`config.mk`:
```
export PLATFORM = sky130hd
export DESIGN_NAME = shift_register_chain_driver_top
export DESIGN_NICKNAME = d
export VERILOG_FILES = /design/src/srcd_pkg.sv /design/src/srcd_ser.sv /design/src/srcd_shadow.sv /design/src/shift_register_chain_driver_top.sv
export SDC_FILE = /design/constraint.sdc
export NUM_CORES = 1
export LEC_CHECK = 0
export BUFFER_PORTS_ARGS = -buffer_cell sky130_fd_sc_hd__buf_2
export CAP_MARGIN = 20
export CORE_UTILIZATION = 45
export CTS_CLUSTER_DIAMETER = 40
export CTS_CLUSTER_SIZE = 24
export DETAILED_ROUTE_END_ITERATION = 7
export PLACE_DENSITY = 0.7
export SYNTH_ARGS = -nofsm -noshare
export SYNTH_HDL_FRONTEND = slang
export SYNTH_HIERARCHICAL = 1
export SYNTH_SLANG_ARGS = --single-unit
```
`constraint.sdc`:
```
create_clock -name clk -period 15.1 [get_ports clk]
set_clock_uncertainty 0.15 [all_clocks]
set_input_delay 3.02 -clock clk [delete_from_list [all_inputs] [get_ports clk]]
set_output_delay 3.02 -clock clk [all_outputs]
set_load 0.1 [all_outputs]
```
`src/srcd_pkg.sv`:
```
// shared types, codes and helpers for the shift register chain driver
package srcd_pkg;

	localparam int MAX_CHIPS = 4;
	localparam int BYTE_W    = 8;
	localparam int BIT_W     = $clog2(BYTE_W);
	localparam int POS_W     = (MAX_CHIPS > 1) ? $clog2(MAX_CHIPS) : 1;
	localparam int SUM_W     = ($clog2(2 * MAX_CHIPS) > 3) ? $clog2(2 * MAX_CHIPS) : 3;
	localparam int CFG_W     = 16;
	localparam int CIDX_W    = 3;

	typedef logic [POS_W-1:0] pos_t;
	typedef logic [SUM_W-1:0] sum_t;

	typedef enum logic [2:0] {
		OP_SHIFT   = 3'd0,
		OP_WRITE   = 3'd1,
		OP_LATCH   = 3'd2,
		OP_OE_ON   = 3'd3,
		OP_OE_OFF  = 3'd4,
		OP_RESET   = 3'd5
	} op_t;

	typedef enum logic [2:0] {
		EV_SHIFT = 3'd0,
		EV_LATCH = 3'd1,
		EV_OE    = 3'd2,
		EV_MR    = 3'd3,
		EV_ERROR = 3'd4
	} ev_t;

	typedef enum logic [CIDX_W-1:0] {
		CFG_DEVICE_COUNT = 3'd0,
		CFG_HAS_OE       = 3'd1,
		CFG_HAS_MR       = 3'd2,
		CFG_HALF_PERIOD  = 3'd3,
		CFG_PULSE_WIDTH  = 3'd4
	} cfg_idx_t;

	typedef enum logic [2:0] {
		ST_IDLE,
		ST_LOAD,
		ST_SHIFT,
		ST_LATCH,
		ST_EVENT
	} st_t;

	typedef struct packed {
		op_t              op;
		logic [7:0]       data_byte;
		logic [1:0]       device_index;
	} cmd_t;

	typedef struct packed {
		ev_t  event_kind;
		logic serial_bit;
		logic enable_pin_level;
		logic last;
	} evt_t;

	typedef struct packed {
		logic              load;
		logic              shift;
		logic [BYTE_W-1:0] data;
	} ser_ctl_t;

	typedef struct packed {
		logic sdata;
		logic last_bit;
	} ser_sts_t;

	typedef struct packed {
		logic              clr;
		logic              wr;
		pos_t              wr_pos;
		logic [BYTE_W-1:0] wr_data;
		logic              head_wr;
		pos_t              head_val;
		pos_t              rd_pos;
	} shd_ctl_t;

	// device_count 0 acts as one chip, anything above the maximum as the maximum
	function automatic sum_t active_count(logic [2:0] dev);
		sum_t r;
		r = SUM_W'(dev);
		if (dev == 3'd0) begin
			r = SUM_W'(1);
		end else if (SUM_W'(dev) > SUM_W'(MAX_CHIPS)) begin
			r = SUM_W'(MAX_CHIPS);
		end
		return r;
	endfunction

	// value known to be below twice n
	function automatic pos_t wrap_pos(sum_t v, sum_t n);
		sum_t r;
		r = (v >= n) ? (v - n) : v;
		return POS_W'(r);
	endfunction

	// stored head may exceed a chip count that was lowered since
	function automatic pos_t mod_pos(pos_t v, sum_t n);
		sum_t r;
		r = SUM_W'(v);
		for (int k = 0; k < MAX_CHIPS; k++) begin
			if (r >= n) begin
				r = r - n;
			end
		end
		return POS_W'(r);
	endfunction

endpackage

```
`src/srcd_ser.sv`:
```
// one-bit serializer: byte shift register with bit counter, lsb first
module srcd_ser (
	input  logic               clk,
	input  logic               arst_n,
	input  srcd_pkg::ser_ctl_t ctl,
	output srcd_pkg::ser_sts_t sts
);
	import srcd_pkg::*;

	logic [BYTE_W-1:0] sr_q;
	logic [BIT_W-1:0]  cnt_q;

	always_ff @(posedge clk or negedge arst_n) begin
		if (!arst_n) begin
			cnt_q <= '0;
		end else if (ctl.load) begin
			cnt_q <= '0;
		end else if (ctl.shift) begin
			cnt_q <= cnt_q + BIT_W'(1);
		end
	end

	always_ff @(posedge clk) begin
		if (ctl.load) begin
			sr_q <= ctl.data;
		end else if (ctl.shift) begin
			sr_q <= {1'b0, sr_q[BYTE_W-1:1]};
		end
	end

	assign sts.sdata    = sr_q[0];
	assign sts.last_bit = (cnt_q == BIT_W'(BYTE_W - 1));

endmodule

```
`src/srcd_shadow.sv`:
```
// shadow copy of the bytes held in the chain, with ring head pointer
module srcd_shadow (
	input  logic                    clk,
	input  logic                    arst_n,
	input  srcd_pkg::shd_ctl_t      ctl,
	output logic [7:0]              rd_data,
	output srcd_pkg::pos_t          ring_head
);
	import srcd_pkg::*;

	logic [BYTE_W-1:0] bytes_q [MAX_CHIPS];
	pos_t              head_q;

	always_ff @(posedge clk or negedge arst_n) begin
		if (!arst_n) begin
			for (int i = 0; i < MAX_CHIPS; i++) begin
				bytes_q[i] <= '0;
			end
		end else if (ctl.clr) begin
			for (int i = 0; i < MAX_CHIPS; i++) begin
				bytes_q[i] <= '0;
			end
		end else if (ctl.wr) begin
			bytes_q[ctl.wr_pos] <= ctl.wr_data;
		end
	end

	always_ff @(posedge clk or negedge arst_n) begin
		if (!arst_n) begin
			head_q <= '0;
		end else if (ctl.head_wr) begin
			head_q <= ctl.head_val;
		end
	end

	assign rd_data   = bytes_q[ctl.rd_pos];
	assign ring_head = head_q;

endmodule

```
`src/shift_register_chain_driver_top.sv`:
```
// top level: command decode, sequencing, configuration and event output register
//
// Drives a chain of up to four serial-in parallel-out shift register chips and reports
// every pin event as one output word. A byte goes out lsb first through a one-bit
// serializer: each byte is loaded once, then for every bit the sequencer counts down
// shift_half_period and emits the bit; a shift-byte command sends one byte and a
// write-to-index command one byte for each of the n active chips. A reset without the
// master reset pin shifts zeros into every chip and counts down latch_pulse_width
// before the latch word, and a latch command counts down latch_pulse_width before its
// word. One command is worked at a time; stalls on the output hold the sequence.
// Configuration is to be written only while idle: the user is bound, the block does not enforce it.
module shift_register_chain_driver_top (
	input  logic                         clk,
	input  logic                         arst_n,
	input  logic                         cmd_valid,
	output logic                         cmd_ready,
	input  srcd_pkg::cmd_t               cmd,
	output logic                         evt_valid,
	input  logic                         evt_ready,
	output srcd_pkg::evt_t               evt,
	input  logic                         cfg_wr_en,
	input  logic [srcd_pkg::CIDX_W-1:0]  cfg_index,
	input  logic [srcd_pkg::CFG_W-1:0]   cfg_data
);
	import srcd_pkg::*;

	// configuration
	logic [2:0]       dev_count_q;
	logic             has_oe_q;
	logic             has_mr_q;
	logic [CFG_W-1:0] half_period_q;
	logic [CFG_W-1:0] pulse_width_q;

	always_ff @(posedge clk or negedge arst_n) begin
		if (!arst_n) begin
			dev_count_q   <= 3'd1;
			has_oe_q      <= 1'b0;
			has_mr_q      <= 1'b0;
			half_period_q <= '0;
			pulse_width_q <= '0;
		end else if (cfg_wr_en) begin
			unique case (cfg_idx_t'(cfg_index))
				CFG_DEVICE_COUNT: dev_count_q   <= cfg_data[2:0];
				CFG_HAS_OE:       has_oe_q      <= cfg_data[0];
				CFG_HAS_MR:       has_mr_q      <= cfg_data[0];
				CFG_HALF_PERIOD:  half_period_q <= cfg_data;
				CFG_PULSE_WIDTH:  pulse_width_q <= cfg_data;
				default: ;
			endcase
		end
	end

	// sequencer state
	st_t              state_q, state_d;
	op_t              op_q, op_d;
	logic [7:0]       data_q, data_d;
	logic [1:0]       idx_q, idx_d;
	sum_t             n_q, n_d;
	pos_t             h_q, h_d;
	pos_t             j_q, j_d;
	ev_t              kind_q, kind_d;
	logic [CFG_W-1:0] gap_q, gap_d;
	logic             oe_q, oe_d;

	logic             out_valid_q;
	evt_t             out_q;
	logic             out_free;
	logic             emit;
	evt_t             ew;

	ser_ctl_t         ser_ctl;
	ser_sts_t         ser_sts;
	shd_ctl_t         shd_ctl;
	logic [7:0]       shd_rd;
	pos_t             ring_head;
	sum_t             n_act;
	pos_t             h_act;

	srcd_ser u_ser (
		.clk    (clk),
		.arst_n (arst_n),
		.ctl    (ser_ctl),
		.sts    (ser_sts)
	);

	srcd_shadow u_shadow (
		.clk       (clk),
		.arst_n    (arst_n),
		.ctl       (shd_ctl),
		.rd_data   (shd_rd),
		.ring_head (ring_head)
	);

	assign out_free = !out_valid_q || evt_ready;
	assign n_act    = active_count(dev_count_q);
	assign h_act    = mod_pos(ring_head, n_act);

	always_comb begin
		state_d   = state_q;
		op_d      = op_q;
		data_d    = data_q;
		idx_d     = idx_q;
		n_d       = n_q;
		h_d       = h_q;
		j_d       = j_q;
		kind_d    = kind_q;
		gap_d     = gap_q;
		oe_d      = oe_q;
		cmd_ready = (state_q == ST_IDLE);
		emit      = 1'b0;
		ew        = '0;
		ser_ctl   = '0;
		shd_ctl   = '0;
		shd_ctl.rd_pos = wrap_pos(SUM_W'(h_q) + SUM_W'(j_q), n_q);

		ew.enable_pin_level = !oe_q;

		unique case (state_q)
			ST_IDLE: begin
				if (cmd_valid) begin
					op_d   = cmd.op;
					data_d = cmd.data_byte;
					idx_d  = cmd.device_index;
					n_d    = n_act;
					h_d    = h_act;
					unique case (cmd.op)
						OP_SHIFT: begin
							j_d     = '0;
							state_d = ST_LOAD;
						end
						OP_WRITE: begin
							if (SUM_W'(cmd.device_index) >= n_act) begin
								kind_d  = EV_ERROR;
								state_d = ST_EVENT;
							end else begin
								j_d     = POS_W'(n_act - SUM_W'(1));
								state_d = ST_LOAD;
							end
						end
						OP_LATCH: begin
							gap_d   = pulse_width_q;
							state_d = ST_LATCH;
						end
						OP_OE_ON, OP_OE_OFF: begin
							if (!has_oe_q) begin
								kind_d = EV_ERROR;
							end else begin
								oe_d   = (cmd.op == OP_OE_ON);
								kind_d = EV_OE;
							end
							state_d = ST_EVENT;
						end
						OP_RESET: begin
							shd_ctl.clr = 1'b1;
							if (has_mr_q) begin
								kind_d  = EV_MR;
								state_d = ST_EVENT;
							end else begin
								// zeros into every chip, then a latch pulse
								j_d     = POS_W'(n_act - SUM_W'(1));
								state_d = ST_LOAD;
							end
						end
						default: begin
							kind_d  = EV_ERROR;
							state_d = ST_EVENT;
						end
					endcase
				end
			end
			ST_LOAD: begin
				ser_ctl.load = 1'b1;
				priority if (op_q == OP_RESET) begin
					ser_ctl.data = '0;
				end else if (op_q == OP_WRITE && SUM_W'(j_q) != SUM_W'(idx_q)) begin
					// untouched chips get their shadow byte back
					ser_ctl.data = shd_rd;
				end else begin
					ser_ctl.data = data_q;
				end
				gap_d   = half_period_q;
				state_d = ST_SHIFT;
			end
			ST_SHIFT: begin
				if (gap_q != '0) begin
					gap_d = gap_q - CFG_W'(1);
				end else if (out_free) begin
					emit          = 1'b1;
					ew.event_kind = EV_SHIFT;
					ew.serial_bit = ser_sts.sdata;
					ew.last       = ser_sts.last_bit && (j_q == '0) && (op_q != OP_RESET);
					ser_ctl.shift = 1'b1;
					gap_d         = half_period_q;
					if (ser_sts.last_bit) begin
						if (j_q == '0) begin
							shd_ctl.head_wr = 1'b1;
							priority if (op_q == OP_SHIFT) begin
								shd_ctl.head_val = wrap_pos(SUM_W'(h_q) + n_q - SUM_W'(1), n_q);
								shd_ctl.wr       = 1'b1;
								shd_ctl.wr_pos   = shd_ctl.head_val;
								shd_ctl.wr_data  = data_q;
							end else if (op_q == OP_WRITE) begin
								shd_ctl.head_val = h_q;
								shd_ctl.wr       = 1'b1;
								shd_ctl.wr_pos   = wrap_pos(SUM_W'(h_q) + SUM_W'(idx_q), n_q);
								shd_ctl.wr_data  = data_q;
							end else begin
								shd_ctl.head_val = h_q;
							end
							if (op_q == OP_RESET) begin
								gap_d   = pulse_width_q;
								state_d = ST_LATCH;
							end else begin
								state_d = ST_IDLE;
							end
						end else begin
							j_d     = j_q - POS_W'(1);
							state_d = ST_LOAD;
						end
					end
				end
			end
			ST_LATCH: begin
				if (gap_q != '0) begin
					gap_d = gap_q - CFG_W'(1);
				end else if (out_free) begin
					emit          = 1'b1;
					ew.event_kind = EV_LATCH;
					ew.last       = 1'b1;
					state_d       = ST_IDLE;
				end
			end
			ST_EVENT: begin
				if (out_free) begin
					emit          = 1'b1;
					ew.event_kind = kind_q;
					ew.last       = 1'b1;
					state_d       = ST_IDLE;
				end
			end
			default: state_d = ST_IDLE;
		endcase
	end

	always_ff @(posedge clk or negedge arst_n) begin
		if (!arst_n) begin
			state_q     <= ST_IDLE;
			oe_q        <= 1'b0;
			gap_q       <= '0;
			j_q         <= '0;
			out_valid_q <= 1'b0;
		end else begin
			state_q <= state_d;
			oe_q    <= oe_d;
			gap_q   <= gap_d;
			j_q     <= j_d;
			if (emit) begin
				out_valid_q <= 1'b1;
			end else if (evt_ready) begin
				out_valid_q <= 1'b0;
			end
		end
	end

	always_ff @(posedge clk) begin
		op_q   <= op_d;
		data_q <= data_d;
		idx_q  <= idx_d;
		n_q    <= n_d;
		h_q    <= h_d;
		kind_q <= kind_d;
		if (emit) begin
			out_q <= ew;
		end
	end

	assign evt_valid = out_valid_q;
	assign evt       = out_q;

`ifndef NO_ASSERTIONS
	a_accept_leaves_idle: assert property (@(posedge clk) disable iff (!arst_n)
		(cmd_valid && cmd_ready) |=> !cmd_ready)
		else $error("command accepted but sequencer stayed idle");

	a_data_only_on_shift: assert property (@(posedge clk) disable iff (!arst_n)
		(evt_valid && evt.event_kind != EV_SHIFT) |-> !evt.serial_bit)
		else $error("data line set on a non-shift word");

	a_single_is_last: assert property (@(posedge clk) disable iff (!arst_n)
		(evt_valid && (evt.event_kind == EV_OE || evt.event_kind == EV_MR ||
			evt.event_kind == EV_ERROR)) |-> evt.last)
		else $error("single-event word not marked last");
`endif

endmodule

```
# Word-level counts from Yosys, hierarchy flattened
# Index checks and enable logic that the tools add are counted.
dict set report classes {
  add_sub_neg 15
  n_eq_ne 32
  n_reduce_logical 34
  bitwise 5
  n_lt_le_gt_ge 12
  muxes 83
}
# cell n
set op_table {}
lappend op_table {{$mux W16} 8}
lappend op_table {{$mux W14} 5}
lappend op_table {{$mux W32} 2}
lappend op_table {{$mux W8} 8}
lappend op_table {{$pmux W16 S4} 1}
lappend op_table {{$mux W3} 21}
lappend op_table {{$bwmux W32} 1}
lappend op_table {{$mux W2} 13}
lappend op_table {{$pmux W3 S4} 2}
lappend op_table {{$mux W11} 2}
lappend op_table {{$eq A3 B2 Y1 const B} 6}
lappend op_table {{$eq A3 B3 Y1 const B} 6}
lappend op_table {{$ge A3 B3 Y1} 6}
lappend op_table {{$ne A2 B2 Y1 const B} 9}
lappend op_table {{$bmux W8 S2} 1}
lappend op_table {{$demux W8 S2} 1}
lappend op_table {{$reduce_bool A16 Y1} 1}
lappend op_table {{$sub A16 B1 Y16 const B} 1}
lappend op_table {{$logic_not A3 Y1} 5}
lappend op_table {{$pmux W3 S5} 1}
lappend op_table {{$reduce_and A5 Y1} 3}
lappend op_table {{$eq A3 B1 Y1 const B} 4}
lappend op_table {{$mux W1} 12}
lappend op_table {{$ne A3 B3 Y1 const B} 4}
lappend op_table {{33 further kinds} 58}
dict set report totals {
  register_bits 132
  elab_cells 208
  inputBits 37
}

# Depth between registers and ports, before layout
dict set report depth {
  ltp_word 18
  ltp_mapped 26
  mapped_depth_nobuf 26
}

# Modules after synthesis
# Netlist, hierarchy kept.
# mod area_each_um2 seq_area_each_um2 cells_each n_inst
set modules_own_cells {}
lappend modules_own_cells {shift_register_chain_driver_top 5479.0 2313.5 533 1}
lappend modules_own_cells {srcd_shadow 1704.1 850.8 130 1}
lappend modules_own_cells {srcd_ser 510.5 315.3 30 1}

# Least setup slack after synthesis
# No wires, ideal clock.
dict set report synth_timing {
  kind {register -> output}
  startpoint {reg state_q[2]}
  endpoint {out cmd_ready}
  n_path_buf 1
  setup_slack_ns 9.147
  arrival_ns 2.783
  stages_incl_launch_ff 3
  path_cell_list {dfrtp_1 -> clkbuf_1 -> nor3_1}
}
dict set report synth_between {
  elab_chain_cells 1
}
# item line
set synth_lines {}
lappend synth_lines {{start: declaration} shift_register_chain_driver_top.sv:54} ;# st_t state_q, state_d;
lappend synth_lines {{start signal: assignment} shift_register_chain_driver_top.sv:253} ;# state_q <= state_d;
lappend synth_lines {{$logic_not A3 Y1} shift_register_chain_driver_top.sv:109} ;# cmd_ready = (state_q == ST_IDLE);
lappend synth_lines {{end: declaration} shift_register_chain_driver_top.sv:16} ;# output logic cmd_ready,
# Every way passes these cells.

# Worst setup path after layout
dict set report layout_timing {
  startpoint {reg dev_count_q[0]}
  endpoint {reg h_q[1] (data pin)}
}
dict set report layout_between {
  elab_chain_cells 11
}
# item line
set layout_lines {}
lappend layout_lines {{start: declaration} shift_register_chain_driver_top.sv:28} ;# logic [2:0] dev_count_q;
lappend layout_lines {{start signal: assignment} shift_register_chain_driver_top.sv:43} ;# CFG_DEVICE_COUNT: dev_count_q <= cfg_data[2:0];
lappend layout_lines {{$gt A3 B3 Y1} srcd_pkg.sv:88} ;# end else if (SUM_W'(dev) > SUM_W'(MAX_CHIPS)) begin
lappend layout_lines {{$mux W3} srcd_pkg.sv:88}
lappend layout_lines {{$mux W3 (*)} srcd_pkg.sv:86} ;# if (dev == 3'd0) begin
lappend layout_lines {{net n_act[0]} shift_register_chain_driver_top.sv:76} ;# sum_t n_act;
lappend layout_lines {{$sub A2 B3 Y3 / $ge A2 B3 Y1 (equally long branches)} {srcd_pkg.sv:107, srcd_pkg.sv:106}}
lappend layout_lines {{$mux W3} srcd_pkg.sv:106} ;# if (r >= n) begin
lappend layout_lines {{$sub A3 B3 Y3 / $ge A3 B3 Y1 (equally long branches)} {srcd_pkg.sv:107, srcd_pkg.sv:106}}
lappend layout_lines {{$mux W3} srcd_pkg.sv:106}
lappend layout_lines {{$sub A3 B3 Y3 / $ge A3 B3 Y1 (equally long branches)} {srcd_pkg.sv:107, srcd_pkg.sv:106}}
lappend layout_lines {{$mux W3} srcd_pkg.sv:106}
lappend layout_lines {{$ge A3 B3 Y1 / $sub A2 B2 Y2 (equally long branches)} {srcd_pkg.sv:106, srcd_pkg.sv:107}}
lappend layout_lines {{$mux W2 (*)} srcd_pkg.sv:106}
lappend layout_lines {{net h_act[1]} shift_register_chain_driver_top.sv:77} ;# pos_t h_act;
lappend layout_lines {{end signal: assignment} shift_register_chain_driver_top.sv:270} ;# h_q <= h_d;
lappend layout_lines {{end: declaration} shift_register_chain_driver_top.sv:59} ;# pos_t h_q, h_d;
# The timed path passes the listed nets; every way through them passes the cells marked *.
# A chain may end at the register's enable or synchronous reset.

==> results.sh <==
export IMPL_status="finished, final reports clean"
export IMPL_design_area_um2=8720
export IMPL_pre_cts_ws_ns=9.19
export IMPL_synth_edf_count=35
export IMPL_htreeDepth=4
export IMPL_ant_nets=0
export IMPL_overflow=0
export IMPL_io_buffers=44
export IMPL_finalSetupTns_ns=0
export IMPL_finalNetCount=808
export IMPL_period_minus_slack_ns=5.95
export IMPL_drt_first_pass_iters=5
export IMPL_crit_fanout=7
export IMPL_dp_hpwl_mm=12.3
export IMPL_drc=0
export IMPL_cp_top_family="compound AO/OA/AOI/OAI gates"
export IMPL_die_width_um=133
export IMPL_worst_hold_slack_ns=0.353
export IMPL_clock_path_buffers=2
export IMPL_path_cells="inv_1 -> a21o_1 -> inv_1 -> ha_1 -> inv_1 -> fa_1 -> mux2i_1 -> inv_1 -> ha_1 -> o21a_1 -> nor2_1 -> a31oi_1 -> mux2_2 -> inv_1 -> ha_1 -> a21o_1 -> a21o_1 -> mux2_2 -> ha_1 -> nand2b_1 -> a21o_1 -> a21oi_1 -> o22a_1 -> o21ai_0"
export IMPL_finalWirelength_mm=17.1
export IMPL_grt_max_degree=82
export IMPL_cts_setup_buffers=0
export IMPL_layout_drive_gt1_share=0.208
export IMPL_seq_power_share=0.304
export IMPL_ys_ff_latch=132
export IMPL_end_kind="flip-flop"
export IMPL_worst_slack_ns=9.15
export IMPL_timing_fmax_mhz=168
export IMPL_synth_async_sr_flop_share=0.735
export IMPL_slowest_stage="dfstp_2"
export IMPL_cp_start_kind="flip-flop"
export IMPL_crit_path_frequent_cell="inv_1"
export IMPL_hold_class="reg2reg"
export IMPL_viasPerCell=5.62
export IMPL_avgSynthCellArea_um2=11.1
export IMPL_synth_cell_types=74
export IMPL_critPathKind="reg2reg"
export IMPL_cp_arrival_ns=5.96
export IMPL_root_buffer="clkbuf_16"
export IMPL_grt_pass1_vias=5513
export IMPL_clkLatencyLatePin_ns=0.42
export IMPL_synth_area_leaders="dfrtp_1 31%, edfxtp_1 14%, mux2i_1 6.6%"
export IMPL_synth_warnings=6
export IMPL_start_util=0.462
export IMPL_io_pin_count=45
export IMPL_ys_seq_area_frac=0.452
export IMPL_report_final_slew_viol_count=0
export IMPL_synth_top_flop_cell="dfrtp_1"
export IMPL_leakagePower_nw=3.88
export IMPL_cts_sinks=132
export IMPL_synth_commonest_cells="96 x dfrtp_1, 55 x nand2b_1, 51 x mux2i_1"
export IMPL_cts_buffers=17
export IMPL_p_int_w=0.00105
export IMPL_yosys_area_top_type="dfrtp_1"
export IMPL_p_total_w=0.00174
export IMPL_grt_usage=0.203
export IMPL_clockPowerShare=0.229
export IMPL_synthCells=693
export IMPL_synth_net_count=765
export IMPL_dieHeight_um=133
export IMPL_core_area_um2=16600
export IMPL_setup_viol=0
export IMPL_netlist_area_um2=7690
export IMPL_worstHoldStart="pulse_width_q[15]"
export IMPL_rows=47
export IMPL_cts_hold_buf=0
export IMPL_design_die_area_um2=17600
export IMPL_p_sw_w=0.000689
export IMPL_cts_tree="done"
export IMPL_place_gp_congestion=0.883
export IMPL_vias=5450
export IMPL_slowest_delay_ns=0.53
export IMPL_placed_area_um2=8110
export IMPL_fillCellCount=1436
export IMPL_swShare=0.396
export IMPL_routedWlPerCell_um=17.6
export IMPL_critPathBufInv=5
export IMPL_synth_most_common_cell="dfrtp_1"
export IMPL_synth_top_cell_area_share=0.312
export IMPL_drv_cap=0
export IMPL_tightest_slew_ns=1.14
export IMPL_grt_pass1_wl_mm=27.8
export IMPL_finalHoldViolCount=0
export IMPL_drt_iter0_drc=269
export IMPL_syn_to_final_growth_pct=13.4
export IMPL_vdd_drop_max_v=0.000111
export IMPL_p_comb_frac=0.467
export IMPL_path_clk_slew_ns=0.06
export IMPL_worstPathRequired_ns=15.11
export IMPL_cts_resized=0
export IMPL_startpoint="dev_count_q[0]"
export IMPL_r2r_start="dev_count_q[0]"
export IMPL_p_per_area_nw_per_um2=200
export IMPL_post_route_period_util=0.394
export IMPL_rsz0062_at_grt="no"
export IMPL_antenna_found_initial=2
export IMPL_slew_headroom=0.234
## power by group through the flow
stage	Clock (W)	Sequential, W	Combinational [W]
after global routing	0.000419	0.000540	0.000899
after CTS	0.000404	0.000529	0.000815
after detailed placement	0	0.000534	0.000810
final	0.000398	0.000530	0.000813
after floorplan	0	0.000518	0.000640
after global placement	0	0.000531	0.000760
## metrics by stage
step,utilization,std cells
floorplan,-,693
global placement,0.487,934
detailed placement,0.487,935
CTS,0.522,967
global route,0.524,969
finish,0.524,970
## cells in the final DEF, fill, tap and decap left out, types with 17 or more instances in the layout
cell / instances
dfrtp_1: 96
o21ai_0: 29
ha_1: 30
clkbuf_16: 17
nand2_1: 38
mux2i_1: 51
a21oi_1: 19
nand2b_1: 55
mux2_2: 44
nor2_1: 48
edfxtp_1: 35
inv_1: 32
buf_2: 44
## per-layer routing
layer,GRT usage,routed length [µm],share of wire,vias up
met5,0,11,0.00064,-
met4,0.0664,249,0.015,2
met3,0.0552,833,0.049,24
li1,-,-,-,2584
met1,0.254,7550,0.44,2707
met2,0.339,8420,0.49,133
## sequential cells by signal, indices dropped and copies added, names as in the netlist, 3 cells and up
| register | cells |
|---|---|
| evt | 6 |
| u_ser/sr_q | 8 |
| pulse_width_q | 16 |
| op_q | 3 |
| data_q | 8 |
| gap_q | 16 |
| half_period_q | 16 |
| n_q | 3 |
| u_shadow/bytes_q | 32 |
| state_q | 3 |
| dev_count_q | 3 |
| kind_q | 3 |
| u_ser/cnt_q | 3 |
## logic make-up (layout without fill, tap and decap cells)
logic type | Yosys count | after routing | share of synthesized area
and+or+nand+nor | 220 | 220 | 0.158
DFF | 132 | 132 | 0.452
AOI/OAI and AO/OA | 119 | 119 | 0.109
muxes | 108 | 108 | 0.164
buffers and inverters | 60 | 116 | 0.0332
adders and majority gates | 35 | 35 | 0.0618
xor gates and xnor gates | 19 | 19 | 0.0216
other | 0 | 1 | 0
## path summary, 6_finish.rpt
check,to,slack [ns],cells after the start
min,gap_q[15],0.35,2
max reg2reg,h_q[1],9.15,24
min reg2reg,gap_q[15],0.35,2
min in group asynchronous,u_shadow/bytes_q[29],2.31,1
max in group asynchronous,dev_count_q[0],11.60,3
max,h_q[1],9.15,24
## tightest hold or removal path: cells and delay by family (launching register included)
| kind | cells | cell delay, ns |
|---|---|---|
| compound gates | 1 | 0.07 |
| simple gates | 1 | 0.06 |
| flops | 1 | 0.34 |
## area by class of cell
cell class                      count  area (µm²)  share of cell area
Sequential cell                   132        3480               0.399
Timing Repair Buffer               52         308              0.0353
Inverter                           32         120              0.0138
Antenna cell                        1        2.50            0.000287
Tap cell                          220         275              0.0316
Clock inverter                     13         136              0.0156
Multi-Input combinational cell    501        3970               0.455
Clock buffer                       19         433              0.0496
Note: power is estimated with default switching activity, not from simulation.
